--- config.mk ---
export PLATFORM = sky130hd
export DESIGN_NAME = balanced_radix_converter
export DESIGN_NICKNAME = d
export VERILOG_FILES = /design/src/hw/rtl/brc_pkg.sv /design/src/hw/rtl/brc_datapath.sv /design/src/hw/rtl/brc_ctrl.sv /design/src/hw/rtl/balanced_radix_converter.sv
export SDC_FILE = /design/constraint.sdc
export NUM_CORES = 1
export LEC_CHECK = 0
export BUFFER_PORTS_ARGS = -buffer_cell sky130_fd_sc_hd__buf_4
export CAP_MARGIN = 20
export CORE_ASPECT_RATIO = 2
export CORE_MARGIN = 1
export CORE_UTILIZATION = 25
export CTS_BUF_LIST = sky130_fd_sc_hd__clkbuf_4 sky130_fd_sc_hd__clkbuf_8
export CTS_CLUSTER_SIZE = 8
export DETAILED_ROUTE_END_ITERATION = 8
export SLEW_MARGIN = 20
export SYNTH_ARGS = -nofsm -noshare
export SYNTH_HDL_FRONTEND = slang
export SYNTH_SLANG_ARGS = --single-unit
--- constraint.sdc ---
create_clock -name clk -period 3.8 [get_ports clk]
set_clock_uncertainty 0.1 [all_clocks]
set_input_delay 0 -clock clk [delete_from_list [all_inputs] [get_ports clk]]
set_output_delay 0 -clock clk [all_outputs]
set_load 0.01 [all_outputs]
--- src/hw/rtl/brc_pkg.sv ---
`default_nettype none
// ----------------------------------------------------------------------------
// brc_pkg
// Shared constants and controller/datapath interface types for the
// balanced radix converter.
// ----------------------------------------------------------------------------
package brc_pkg;

    localparam int MAX_DIGITS_DEF  = 21;
    localparam int VALUE_WIDTH_DEF = 32;
    localparam int DIGIT_W         = 8;

    // base register after reset, and the base used in place of a base of one
    localparam logic [DIGIT_W-1:0] RADIX_RESET = 8'd3;
    localparam logic [DIGIT_W-1:0] RADIX_MIN   = 8'd3;
    localparam logic [DIGIT_W-1:0] RADIX_ONE   = 8'd1;

    // commands from the controller to the datapath
    typedef struct packed {
        logic load;        // take a new input word
        logic store_zero;  // zero input: one digit of 0
        logic div_start;   // clear remainder before a division
        logic div_step;    // one restoring division step
        logic fix;         // balance the digit, store it, bump the count
        logic pos_init;    // read pointer to the top digit
        logic pos_dec;     // read pointer to the next lower digit
        logic out_load;    // load output registers from the store
    } brc_cmd_t;

    // status from the datapath to the controller
    typedef struct packed {
        logic q_zero;      // running quotient is zero
        logic count_zero;  // no digit stored yet
        logic count_full;  // digit store is full
    } brc_status_t;

endpackage
`default_nettype wire

--- src/hw/rtl/brc_datapath.sv ---
`default_nettype none
// ----------------------------------------------------------------------------
// brc_datapath
// Base register, bit-serial divider, digit balancing and the digit store.
// ----------------------------------------------------------------------------
module brc_datapath #(
    parameter int MAX_DIGITS  = brc_pkg::MAX_DIGITS_DEF,
    parameter int VALUE_WIDTH = brc_pkg::VALUE_WIDTH_DEF
) (
    input  wire logic                           clk,
    input  wire logic                           rst_n,
    input  wire logic                           radix_we,
    input  wire logic [brc_pkg::DIGIT_W-1:0]    radix_wdata,
    input  wire logic [VALUE_WIDTH-1:0]         value,
    input  wire brc_pkg::brc_cmd_t              cmd,
    output brc_pkg::brc_status_t                status,
    output logic signed [brc_pkg::DIGIT_W-1:0]  digit,
    output logic                                last
);

    localparam int DW    = brc_pkg::DIGIT_W;
    localparam int CNT_W = $clog2(MAX_DIGITS + 1);
    localparam int IDX_W = $clog2(MAX_DIGITS);
    localparam logic [CNT_W-1:0] CNT_MAX = CNT_W'(MAX_DIGITS);

    logic [DW-1:0]          radix_reg;
    logic [VALUE_WIDTH-1:0] q_reg;
    logic [VALUE_WIDTH-1:0] q_next;
    logic [DW-1:0]          rem_reg;
    logic [DW-1:0]          rem_next;
    logic [CNT_W-1:0]       count_reg;
    logic [IDX_W-1:0]       pos_reg;
    logic [DW-1:0]          rd_data_reg;
    logic signed [DW-1:0]   digit_reg;
    logic                   last_reg;
    logic [DW-1:0]          store [MAX_DIGITS];

    logic [DW-1:0]          base;
    logic [DW-1:0]          half;
    logic [DW:0]            trial;
    logic                   ge;
    logic                   over_half;
    logic [DW-1:0]          bal_digit;

    assign base      = (radix_reg == brc_pkg::RADIX_ONE) ? brc_pkg::RADIX_MIN : radix_reg;
    assign half      = base >> 1;
    assign trial     = {rem_reg, q_reg[VALUE_WIDTH-1]};
    assign ge        = trial >= {1'b0, base};
    assign over_half = rem_reg > half;
    assign bal_digit = over_half ? DW'(rem_reg - base) : rem_reg;

    always_comb
    begin
        rem_next = ge ? DW'(trial - {1'b0, base}) : trial[DW-1:0];
        q_next   = {q_reg[VALUE_WIDTH-2:0], ge};
    end

    always_ff @(posedge clk or negedge rst_n)
    begin
        if (!rst_n)
        begin
            radix_reg <= brc_pkg::RADIX_RESET;
            q_reg     <= '0;
            count_reg <= '0;
            pos_reg   <= '0;
            last_reg  <= 1'b0;
        end
        else
        begin
            if (radix_we)
                radix_reg <= radix_wdata | DW'(1);
            if (cmd.load)
                q_reg <= value;
            else if (cmd.div_step)
                q_reg <= q_next;
            else if (cmd.fix && over_half)
                q_reg <= q_reg + VALUE_WIDTH'(1);

            if (cmd.load)
                count_reg <= '0;
            else if (cmd.store_zero || cmd.fix)
                count_reg <= count_reg + CNT_W'(1);

            if (cmd.pos_init)
                pos_reg <= IDX_W'(count_reg - CNT_W'(1));
            else if (cmd.pos_dec)
                pos_reg <= pos_reg - IDX_W'(1);

            if (cmd.out_load)
                last_reg <= (pos_reg == '0);
        end
    end

    // remainder and output digit carry no reset
    always_ff @(posedge clk)
    begin
        if (cmd.div_start)
            rem_reg <= '0;
        else if (cmd.div_step)
            rem_reg <= rem_next;
        if (cmd.out_load)
            digit_reg <= rd_data_reg;
    end

    // digit store, least significant digit at index zero
    always_ff @(posedge clk)
    begin
        if (cmd.store_zero)
            store[0] <= '0;
        else if (cmd.fix)
            store[count_reg[IDX_W-1:0]] <= bal_digit;
        rd_data_reg <= store[pos_reg];
    end

    assign status.q_zero     = (q_reg == '0);
    assign status.count_zero = (count_reg == '0);
    assign status.count_full = (count_reg == CNT_MAX);
    assign digit             = digit_reg;
    assign last              = last_reg;

endmodule
`default_nettype wire

--- src/hw/rtl/brc_ctrl.sv ---
`default_nettype none
// ----------------------------------------------------------------------------
// brc_ctrl
// Sequencer: division loop per digit, then readout of the stored digits.
// ----------------------------------------------------------------------------
module brc_ctrl #(
    parameter int VALUE_WIDTH = brc_pkg::VALUE_WIDTH_DEF
) (
    input  wire logic                 clk,
    input  wire logic                 rst_n,
    input  wire logic                 value_valid,
    output logic                      value_stall,
    output logic                      digit_valid,
    input  wire logic                 digit_stall,
    input  wire logic                 last,
    input  wire brc_pkg::brc_status_t status,
    output brc_pkg::brc_cmd_t         cmd
);

    localparam int BIT_W = $clog2(VALUE_WIDTH);
    localparam logic [BIT_W-1:0] BIT_TOP = BIT_W'(VALUE_WIDTH - 1);

    localparam logic [2:0] S_IDLE    = 3'd0;
    localparam logic [2:0] S_CHECK   = 3'd1;
    localparam logic [2:0] S_DIV     = 3'd2;
    localparam logic [2:0] S_FIX     = 3'd3;
    localparam logic [2:0] S_SETUP   = 3'd4;
    localparam logic [2:0] S_READ    = 3'd5;
    localparam logic [2:0] S_LOAD    = 3'd6;
    localparam logic [2:0] S_PRESENT = 3'd7;

    logic [2:0]       state_reg;
    logic [2:0]       state_next;
    logic [BIT_W-1:0] bit_reg;
    logic [BIT_W-1:0] bit_next;

    always_comb
    begin
        state_next = state_reg;
        bit_next   = bit_reg;
        cmd        = '0;
        case (state_reg)
            S_IDLE:
            begin
                if (value_valid)
                begin
                    cmd.load   = 1'b1;
                    state_next = S_CHECK;
                end
            end
            S_CHECK:
            begin
                if (status.q_zero)
                begin
                    cmd.store_zero = status.count_zero;
                    state_next     = S_SETUP;
                end
                else if (status.count_full)
                    state_next = S_SETUP;
                else
                begin
                    cmd.div_start = 1'b1;
                    bit_next      = BIT_TOP;
                    state_next    = S_DIV;
                end
            end
            S_DIV:
            begin
                cmd.div_step = 1'b1;
                if (bit_reg == '0)
                    state_next = S_FIX;
                else
                    bit_next = bit_reg - BIT_W'(1);
            end
            S_FIX:
            begin
                cmd.fix    = 1'b1;
                state_next = S_CHECK;
            end
            S_SETUP:
            begin
                cmd.pos_init = 1'b1;
                state_next   = S_READ;
            end
            S_READ:
                state_next = S_LOAD;
            S_LOAD:
            begin
                cmd.out_load = 1'b1;
                state_next   = S_PRESENT;
            end
            S_PRESENT:
            begin
                if (!digit_stall)
                begin
                    if (last)
                        state_next = S_IDLE;
                    else
                    begin
                        cmd.pos_dec = 1'b1;
                        state_next  = S_READ;
                    end
                end
            end
            default:
                state_next = S_IDLE;
        endcase
    end

    always_ff @(posedge clk or negedge rst_n)
    begin
        if (!rst_n)
        begin
            state_reg <= S_IDLE;
            bit_reg   <= '0;
        end
        else
        begin
            state_reg <= state_next;
            bit_reg   <= bit_next;
        end
    end

    assign value_stall = (state_reg != S_IDLE);
    assign digit_valid = (state_reg == S_PRESENT);

endmodule
`default_nettype wire

--- src/hw/rtl/balanced_radix_converter.sv ---
`default_nettype none
// ----------------------------------------------------------------------------
// balanced_radix_converter
// Converts an unsigned word to signed balanced digits in an odd base.
// ----------------------------------------------------------------------------
// One input word becomes a run of signed balanced digits in the base held in
// the radix register (reset 3, balanced ternary; bit 0 is always forced to
// one, and a base of one acts as 3). Digits leave most significant first,
// leading zeros suppressed, with last set on the least significant digit; a
// zero word gives a single digit 0. One shared restoring divider produces
// one quotient bit per cycle. Each digit takes a division, balancing and a
// loop check; each emitted digit takes a store read, an output load and the
// handshake, which digit_stall can hold. One word is handled at a time;
// value_stall stays high until the last digit of the run has been taken. The
// radix may only be written while idle.
// ----------------------------------------------------------------------------
module balanced_radix_converter #(
    parameter int MAX_DIGITS  = brc_pkg::MAX_DIGITS_DEF,
    parameter int VALUE_WIDTH = brc_pkg::VALUE_WIDTH_DEF
) (
    input  wire logic                           clk,
    input  wire logic                           rst_n,
    // base register write
    input  wire logic                           radix_we,
    input  wire logic [brc_pkg::DIGIT_W-1:0]    radix_wdata,
    // input word
    input  wire logic                           value_valid,
    output logic                                value_stall,
    input  wire logic [VALUE_WIDTH-1:0]         value,
    // output digits
    output logic                                digit_valid,
    input  wire logic                           digit_stall,
    output logic signed [brc_pkg::DIGIT_W-1:0]  digit,
    output logic                                last
);

    brc_pkg::brc_cmd_t    cmd;
    brc_pkg::brc_status_t status;

    // sequencer: division loop, then digit readout with handshake
    brc_ctrl #(
        .VALUE_WIDTH (VALUE_WIDTH)
    ) u_ctrl (
        .clk         (clk),
        .rst_n       (rst_n),
        .value_valid (value_valid),
        .value_stall (value_stall),
        .digit_valid (digit_valid),
        .digit_stall (digit_stall),
        .last        (last),
        .status      (status),
        .cmd         (cmd)
    );

    // base register, serial divider, balancing and digit store
    brc_datapath #(
        .MAX_DIGITS  (MAX_DIGITS),
        .VALUE_WIDTH (VALUE_WIDTH)
    ) u_datapath (
        .clk         (clk),
        .rst_n       (rst_n),
        .radix_we    (radix_we),
        .radix_wdata (radix_wdata),
        .value       (value),
        .cmd         (cmd),
        .status      (status),
        .digit       (digit),
        .last        (last)
    );

endmodule
`default_nettype wire

Yosys cells after proc, flatten, opt, wreduce, memory -nomap -nowiden
Memory sizes are Yosys's and may differ from the RTL's. A register that Yosys moved wholly into a read port is not among the register bits.
Cells that the tools add are included.
{"block": "totals", "register_bits": 74, "input_bits": 45, "elab_cells": 91, "output_inout_bits": 11, "mem_bits_ro": 0, "ramBits": 168, "mem_count": 1, "latch_bits": 0}
{"block": "classes", "order_cmp": 2, "n_bitwise": 0, "n_addsub": 7, "div": 0, "reduce_logical": 16, "mul": 0, "n_mux": 42, "shifts": 0, "n_eq_ne": 14}
{"name": "u_datapath.store", "depth": 21, "word_bits": 8, "read_ports": 1, "rd_ports_with_merged_regs": 1, "write_ports": 1, "line_no": "brc_datapath.sv:36", "source": "logic [DW-1:0] store [MAX_DIGITS];"}
{"operator": "32-bit 2-to-1 mux", "n": 3}
{"operator": "5-bit 2-to-1 mux", "n": 8}
{"operator": "32-bit by 1-bit adder with 32-bit output, second input constant", "n": 1}
{"operator": "32-bit zero test", "n": 1}
{"operator": "8-bit 2-to-1 mux", "n": 4}
{"operator": "3-bit case mux with 8 select lines", "n": 1}
{"operator": "1-bit 2-to-1 mux", "n": 18}
{"operator": "3-bit 2-to-1 mux", "n": 6}
{"operator": "8-bit subtractor", "n": 2}
{"operator": "5-bit zero test", "n": 3}
{"operator": "5-bit by 1-bit subtractor with 5-bit output, second input constant", "n": 3}
{"operator": "3-bit equality test, second input constant", "n": 4}
{"operator": "2-bit != test, second input constant", "n": 5}
{"operator": "5-bit case mux with 2 select lines", "n": 1}
{"operator": "9-bit by 8-bit >= comparator with 1-bit output", "n": 1}
{"operator": "8-bit by 7-bit > comparator with 1-bit output", "n": 1}
{"operator": "8-bit OR reduction", "n": 1}
{"operator": "7-bit zero test", "n": 1}
{"operator": "3-bit by 2-bit equality test with 1-bit output, second input constant", "n": 2}
{"operator": "2-bit nonzero test", "n": 3}
{"operator": "3-bit nonzero test", "n": 2}
{"operator": "5-bit by 1-bit adder with 5-bit output, second input constant", "n": 1}
{"operator": "5-bit equality test, second input constant", "n": 1}
{"operator": "4-bit AND reduction", "n": 1}
{"operator": "7 further kinds", "n": 7}

Logic depth before layout (Yosys ltp)
{"block": "depth", "word_depth": 8, "mapped_depth": 11, "mapped_depth_nobuf": 11}

By module
Synthesis repeated with hierarchy kept, for this count alone.
{"block": "unflattened", "hier_cells": 982, "hier_area_um2": 12384.4}
{"mod": "brc_datapath", "seq_area_each_um2": 6857.8, "n_inst": 1, "cells_each": 922, "area_per_inst_um2": 11861.4}
{"mod": "brc_ctrl", "seq_area_each_um2": 200.2, "n_inst": 1, "cells_each": 60, "area_per_inst_um2": 523.0}

Least setup slack after synthesis
No wires, ideal clock.
{"block": "synth_path", "path_type": "reg2reg", "startpoint": "reg u_datapath.radix_reg[2]", "endpoint": "mem u_datapath.store[0][4] in the netlist's numbering, data pin", "setup_ns": 0.380, "synth_period_minus_slack_ns": 3.495, "t_arrival_ns": 3.015, "n_path_buf": 0, "setup_slack_ns": 0.305, "path_stages_with_launch": 10, "cell_sequence": "dfrtp_1 > nor4_4 > a21oi_1 > inv_1 > ha_1 > nand2_1 > nor3_1 > a211oi_2 > nand2_1 > o31ai_1"}
{"block": "synth_between", "elab_chain_cells": 5}
{"element": "start: declaration", "line_no": "brc_datapath.sv:26", "source": "logic [DW-1:0] radix_reg;"}
{"element": "start signal: assignment", "line_no": "brc_datapath.sv:62", "source": "radix_reg <= brc_pkg::RADIX_RESET;"}
{"element": "start signal: assignment", "line_no": "brc_datapath.sv:71", "source": "radix_reg <= radix_wdata | DW'(1);"}
{"element": "7-bit zero test", "line_no": "brc_datapath.sv:45", "source": "assign base = (radix_reg == brc_pkg::RADIX_ONE) ? brc_pkg::RADIX_MIN : radix_reg;"}
{"element": "8-bit 2-to-1 mux *", "line_no": "brc_datapath.sv:45"}
{"element": "8-bit subtractor or 8-bit by 7-bit > comparator with 1-bit output (tied branches)", "line_no": "brc_datapath.sv:50, brc_datapath.sv:49"}
{"element": "8-bit 2-to-1 mux *", "line_no": "brc_datapath.sv:50", "source": "assign bal_digit = over_half ? DW'(rem_reg - base) : rem_reg;"}
{"element": "8-bit 2-to-1 mux (no source line) *"}
{"element": "end: declaration", "line_no": "brc_datapath.sv:36"}
Every way passes the cells marked *; elsewhere a longest branch is shown, timed or not.

Worst setup path in the final report
{"block": "layout_path", "startpoint": "reg u_datapath.radix_reg[6]", "endpoint": "reg u_datapath.q_reg[20]"}
{"block": "layout_between", "elab_chain_cells": 5}
{"element": "7-bit zero test", "line_no": "brc_datapath.sv:45"}
{"element": "8-bit 2-to-1 mux *", "line_no": "brc_datapath.sv:45"}
{"element": "8-bit by 7-bit > comparator with 1-bit output *", "line_no": "brc_datapath.sv:49", "source": "assign over_half = rem_reg > half;"}
{"element": "1-bit logical AND *", "line_no": "brc_datapath.sv:76", "source": "else if (cmd.fix && over_half)"}
{"element": "3-bit nonzero test (no source line) *"}
{"element": "end signal: assignment", "line_no": "brc_datapath.sv:73", "source": "q_reg <= value;"}
{"element": "end signal: assignment", "line_no": "brc_datapath.sv:75", "source": "q_reg <= q_next;"}
{"element": "end signal: assignment", "line_no": "brc_datapath.sv:77", "source": "q_reg <= q_reg + VALUE_WIDTH'(1);"}
{"element": "end: declaration", "line_no": "brc_datapath.sv:27", "source": "logic [VALUE_WIDTH-1:0] q_reg;"}
Marked as above.
A chain may end at the register's enable or synchronous reset.

==> flow_metrics.py <==
metrics = {
    "worst_setup_path": {
        "end_kind": "flop",
        "worstSetupPathDepth": 11,
        "crit_path_start_kind": "flop",
        "worstPathArrival_ps": 3910,
        "cp_top_family": "compound AO/OA/AOI/OAI gates",
        "path_class": "flop to flop",
        "worst-path-buf-inv": 2,
        "cp_data_required_time_ps": 4190,
        "critPathMaxStageDelay_ps": 630,
        "crit_fanout": 13,
        "critPathSlowestCell": "o21ai_2",
        "reg2reg_depth": 11,
        "crit_chain": "nor2_1 -> a21oi_1 -> inv_1 -> ha_1 -> nand2_1 -> nor3_1 -> a211o_2 -> o21ai_2 -> o2111ai_1 -> dlygate4sd3_1 -> o21ai_0",
    },
    "final_layout": {
        "largest_reg_flops": 168,
        "nets": 1176,
        "layout-drive-gt1-share": 0.206,
        "syn_to_final_growth_pct": 20.7,
        "fillCellCount": 4974,
    },
    "routing": {
        "drtPass1Iterations": 5,
        "drc": 0,
        "routed_wl_um": 33300,
        "num_vias": 8587,
        "routed_via_density": 4.85,
        "drt_iter0_drc": 466,
        "wire_per_inst_um": 18.8,
        "drtAntennaViolNets": 0,
    },
    "yosys": {
        "synth.ff_latch_count": 250,
        "syn_area_per_cell_um2": 12.6,
        "synth_edf_count": 176,
        "yosys-top-cells-area": "edfxtp_1 (43%), dfrtp_1 (12%), mux4_2 (8.8%), nor2_1 (2.7%), dfxtp_1 (2.6%)",
        "yosysWarningCount": 0,
        "synth.distinct_cells": 85,
        "async_flop_share": 0.232,
        "netlist.area_leader.share": 0.429,
        "synth_seq_area_share": 0.573,
        "synth_area_um2": 12300,
        "syn_inst": 980,
        "syn_nets": 1047,
        "synth_largest_area_cell": "edfxtp_1",
        "ys.flop_type": "edfxtp_1",
    },
    "clocking": {
        "cts_tree": "done",
        "root_buffer": "clkbuf_8",
        "cts_sinks": 250,
        "clk_pin_slew_ps": 70,
        "ctsResizeCount": 0,
        "postCtsSetupBuffers": 0,
        "clock_path_buffers": 3,
        "cts_buffers": 40,
        "insertion_delay_ps": 580,
        "htreeDepth": 2,
    },
    "global_route": {
        "grt_pass1_wl_um": 51600,
        "grt-ovfl-total": 0,
        "grt_antenna_before_repair": 1,
        "grt_max_degree": 59,
        "grt_pass1_vias": 9038,
        "groute.usage.overall": 0.134,
    },
    "floorplan": {
        "ioPinCount": 56,
        "die_area_um2": 50200,
        "die_w_um": 159,
        "rows": 114,
        "core-area_um2": 48500,
        "start_util": 0.254,
        "die_h_um": 316,
    },
    "sta": {
        "finalHoldViolCount": 6,
        "clock.fmax_mhz": 285,
        "post-route-period-util": 0.925,
        "fin_crit_ps": 3510,
        "finalSetupTns_ps": 0,
        "worst_slew_pin_slew_ps": 1000,
        "slew_headroom": 0.330,
        "grt_setup_unrepaired": "false",
        "whs_ps": -25.8,
        "drv_slew": 0,
        "finalSetupViolations": 0,
    },
    "flow_run": {
        "drv_cap": 0,
    },
    "place": {
        "place.gp.congestion": 0.856,
        "port_buffers": 54,
        "hpwl_um": 23600,
    },
    "power": {
        "p_leak_nw": 5.10,
        "worst_ir_drop_vdd_mv": 0.280,
        "p_per_area_nw_per_um2": 662,
    },
    "outcome": {
        "violations": "negative hold slack",
        "status": "finished, violations left",
    },
    "hold_path": {
        "hold_path_class": "primary input to asynchronous set/reset pin",
    },
}
cells in the final DEF, fill, tap and decap left out, types with 42 or more instances in the layout:
cell type,instances
clkbuf_8,42
nand2_1,76
nor2_1,85
dfrtp_1,55
a21oi_1,58
buf_4,85
edfxtp_1,176
mux4_2,48
o21ai_0,44
dlygate4sd3_1,57
synthesized netlist by cell type, types with 19 or more instances:
cell and number:
clkbuf_1 26, mux2i_1 25, nand2_1 76, dfrtp_1 57, mux4_2 48, buf_2 19
inv_1 28, a21oi_1 58, edfxtp_1 176, o21ai_0 46, nor2_1 87, ha_1 22
nand3_1 28
power breakdown:
| part | switching [mW] | leakage, nW | internal [mW] |
|---|---|---|---|
| clock network | 1.08 | 0.405 | 1.22 |
| registers | 0.711 | 2.29 | 3.28 |
| logic | 1.93 | 2.40 | 1.62 |
| total | 3.72 | 5.10 | 6.12 |
final cells by class:
class	count	area, um^2	area share
antenna	1	2.50	0.000168
clock buffer	55	676	0.0455
clock inverter	11	87.6	0.00589
inverter	28	105	0.00707
multi-input combinational	645	4880	0.329
sequential	250	7060	0.475
tap	638	798	0.0537
timing repair buffer	144	1250	0.0840
cells by family after synthesis:
| kind of cell | count (synthesis) | synth area share |
|---|---|---|
| fa+ha+maj | 22 | 0.0224 |
| buf+inv | 85 | 0.0309 |
| xor+xnor | 16 | 0.0114 |
| simple gates | 301 | 0.125 |
| compound gates | 228 | 0.125 |
| mux | 78 | 0.113 |
| flops | 250 | 0.573 |
layer usage:
| layer | vias up | part of all wire | GRT usage |
|---|---|---|---|
| li1 | 4036 | - | - |
| met5 | - | 0 | 0 |
| met3 | 86 | 0.030 | 0.0177 |
| met1 | 4266 | 0.34 | 0.123 |
| met4 | 0 | 0.048 | 0.0789 |
| met2 | 199 | 0.59 | 0.275 |
path summary, 6_finish.rpt:
check,endpoint,startpoint,slack (ps)
max in group asynchronous,u_datapath.pos_reg[0]$_DFFE_PN0P_,rst_n,2990
max,u_datapath.q_reg[20]$_DFFE_PN0P_,u_datapath.radix_reg[6]$_DFFE_PN0P_,290
min,u_datapath.radix_reg[4]$_DFFE_PN0P_,rst_n,-30
min in group clk,u_datapath.q_reg[22]$_DFFE_PN0P_,value[22],80
min reg2reg,u_datapath.digit[1]$_DFFE_PP_,u_datapath.rd_data_reg[1]$_DFF_P_,310
max reg2reg,u_datapath.q_reg[20]$_DFFE_PN0P_,u_datapath.radix_reg[6]$_DFFE_PN0P_,290
repair_timing:
| action | in CTS | in global routing |
|---|---|---|
| setup endpoints to repair | 0 | 0 |
| endpoints found under the hold margin | 100 | 0 |
| hold buffers | 57 | 0 |
worst register-to-register path, cell delays in order, from the launching register on:
cell and delay, ps:
dfrtp_1 390, nor2_1 380, a21oi_1 220, inv_1 100
ha_1 250, nand2_1 70, nor3_1 70, a211o_2 370
o21ai_2 630, o2111ai_1 190, dlygate4sd3_1 590, o21ai_0 70
per-stage QoR:
| step | area [um^2] | total power [mW] | utilization | setup WS [ps] | instances |
|---|---|---|---|---|---|
| 6_report | 14900 | 9.84 | 0.306 | 287 | 1772 |
| 5_1_grt | 14900 | 10.4 | 0.306 | 58.9 | 1772 |
| 4_1_cts | 14900 | 9.89 | 0.306 | 312 | 1771 |
| 3_5_place_dp | 13500 | 7.51 | 0.279 | 407 | 1648 |
| 3_3_place_gp | 13500 | 7.43 | 0.279 | 531 | 1648 |
| 2_1_floorplan | 12300 | 6.39 | - | 305 | 980 |
(Power assumes the default switching activity.)
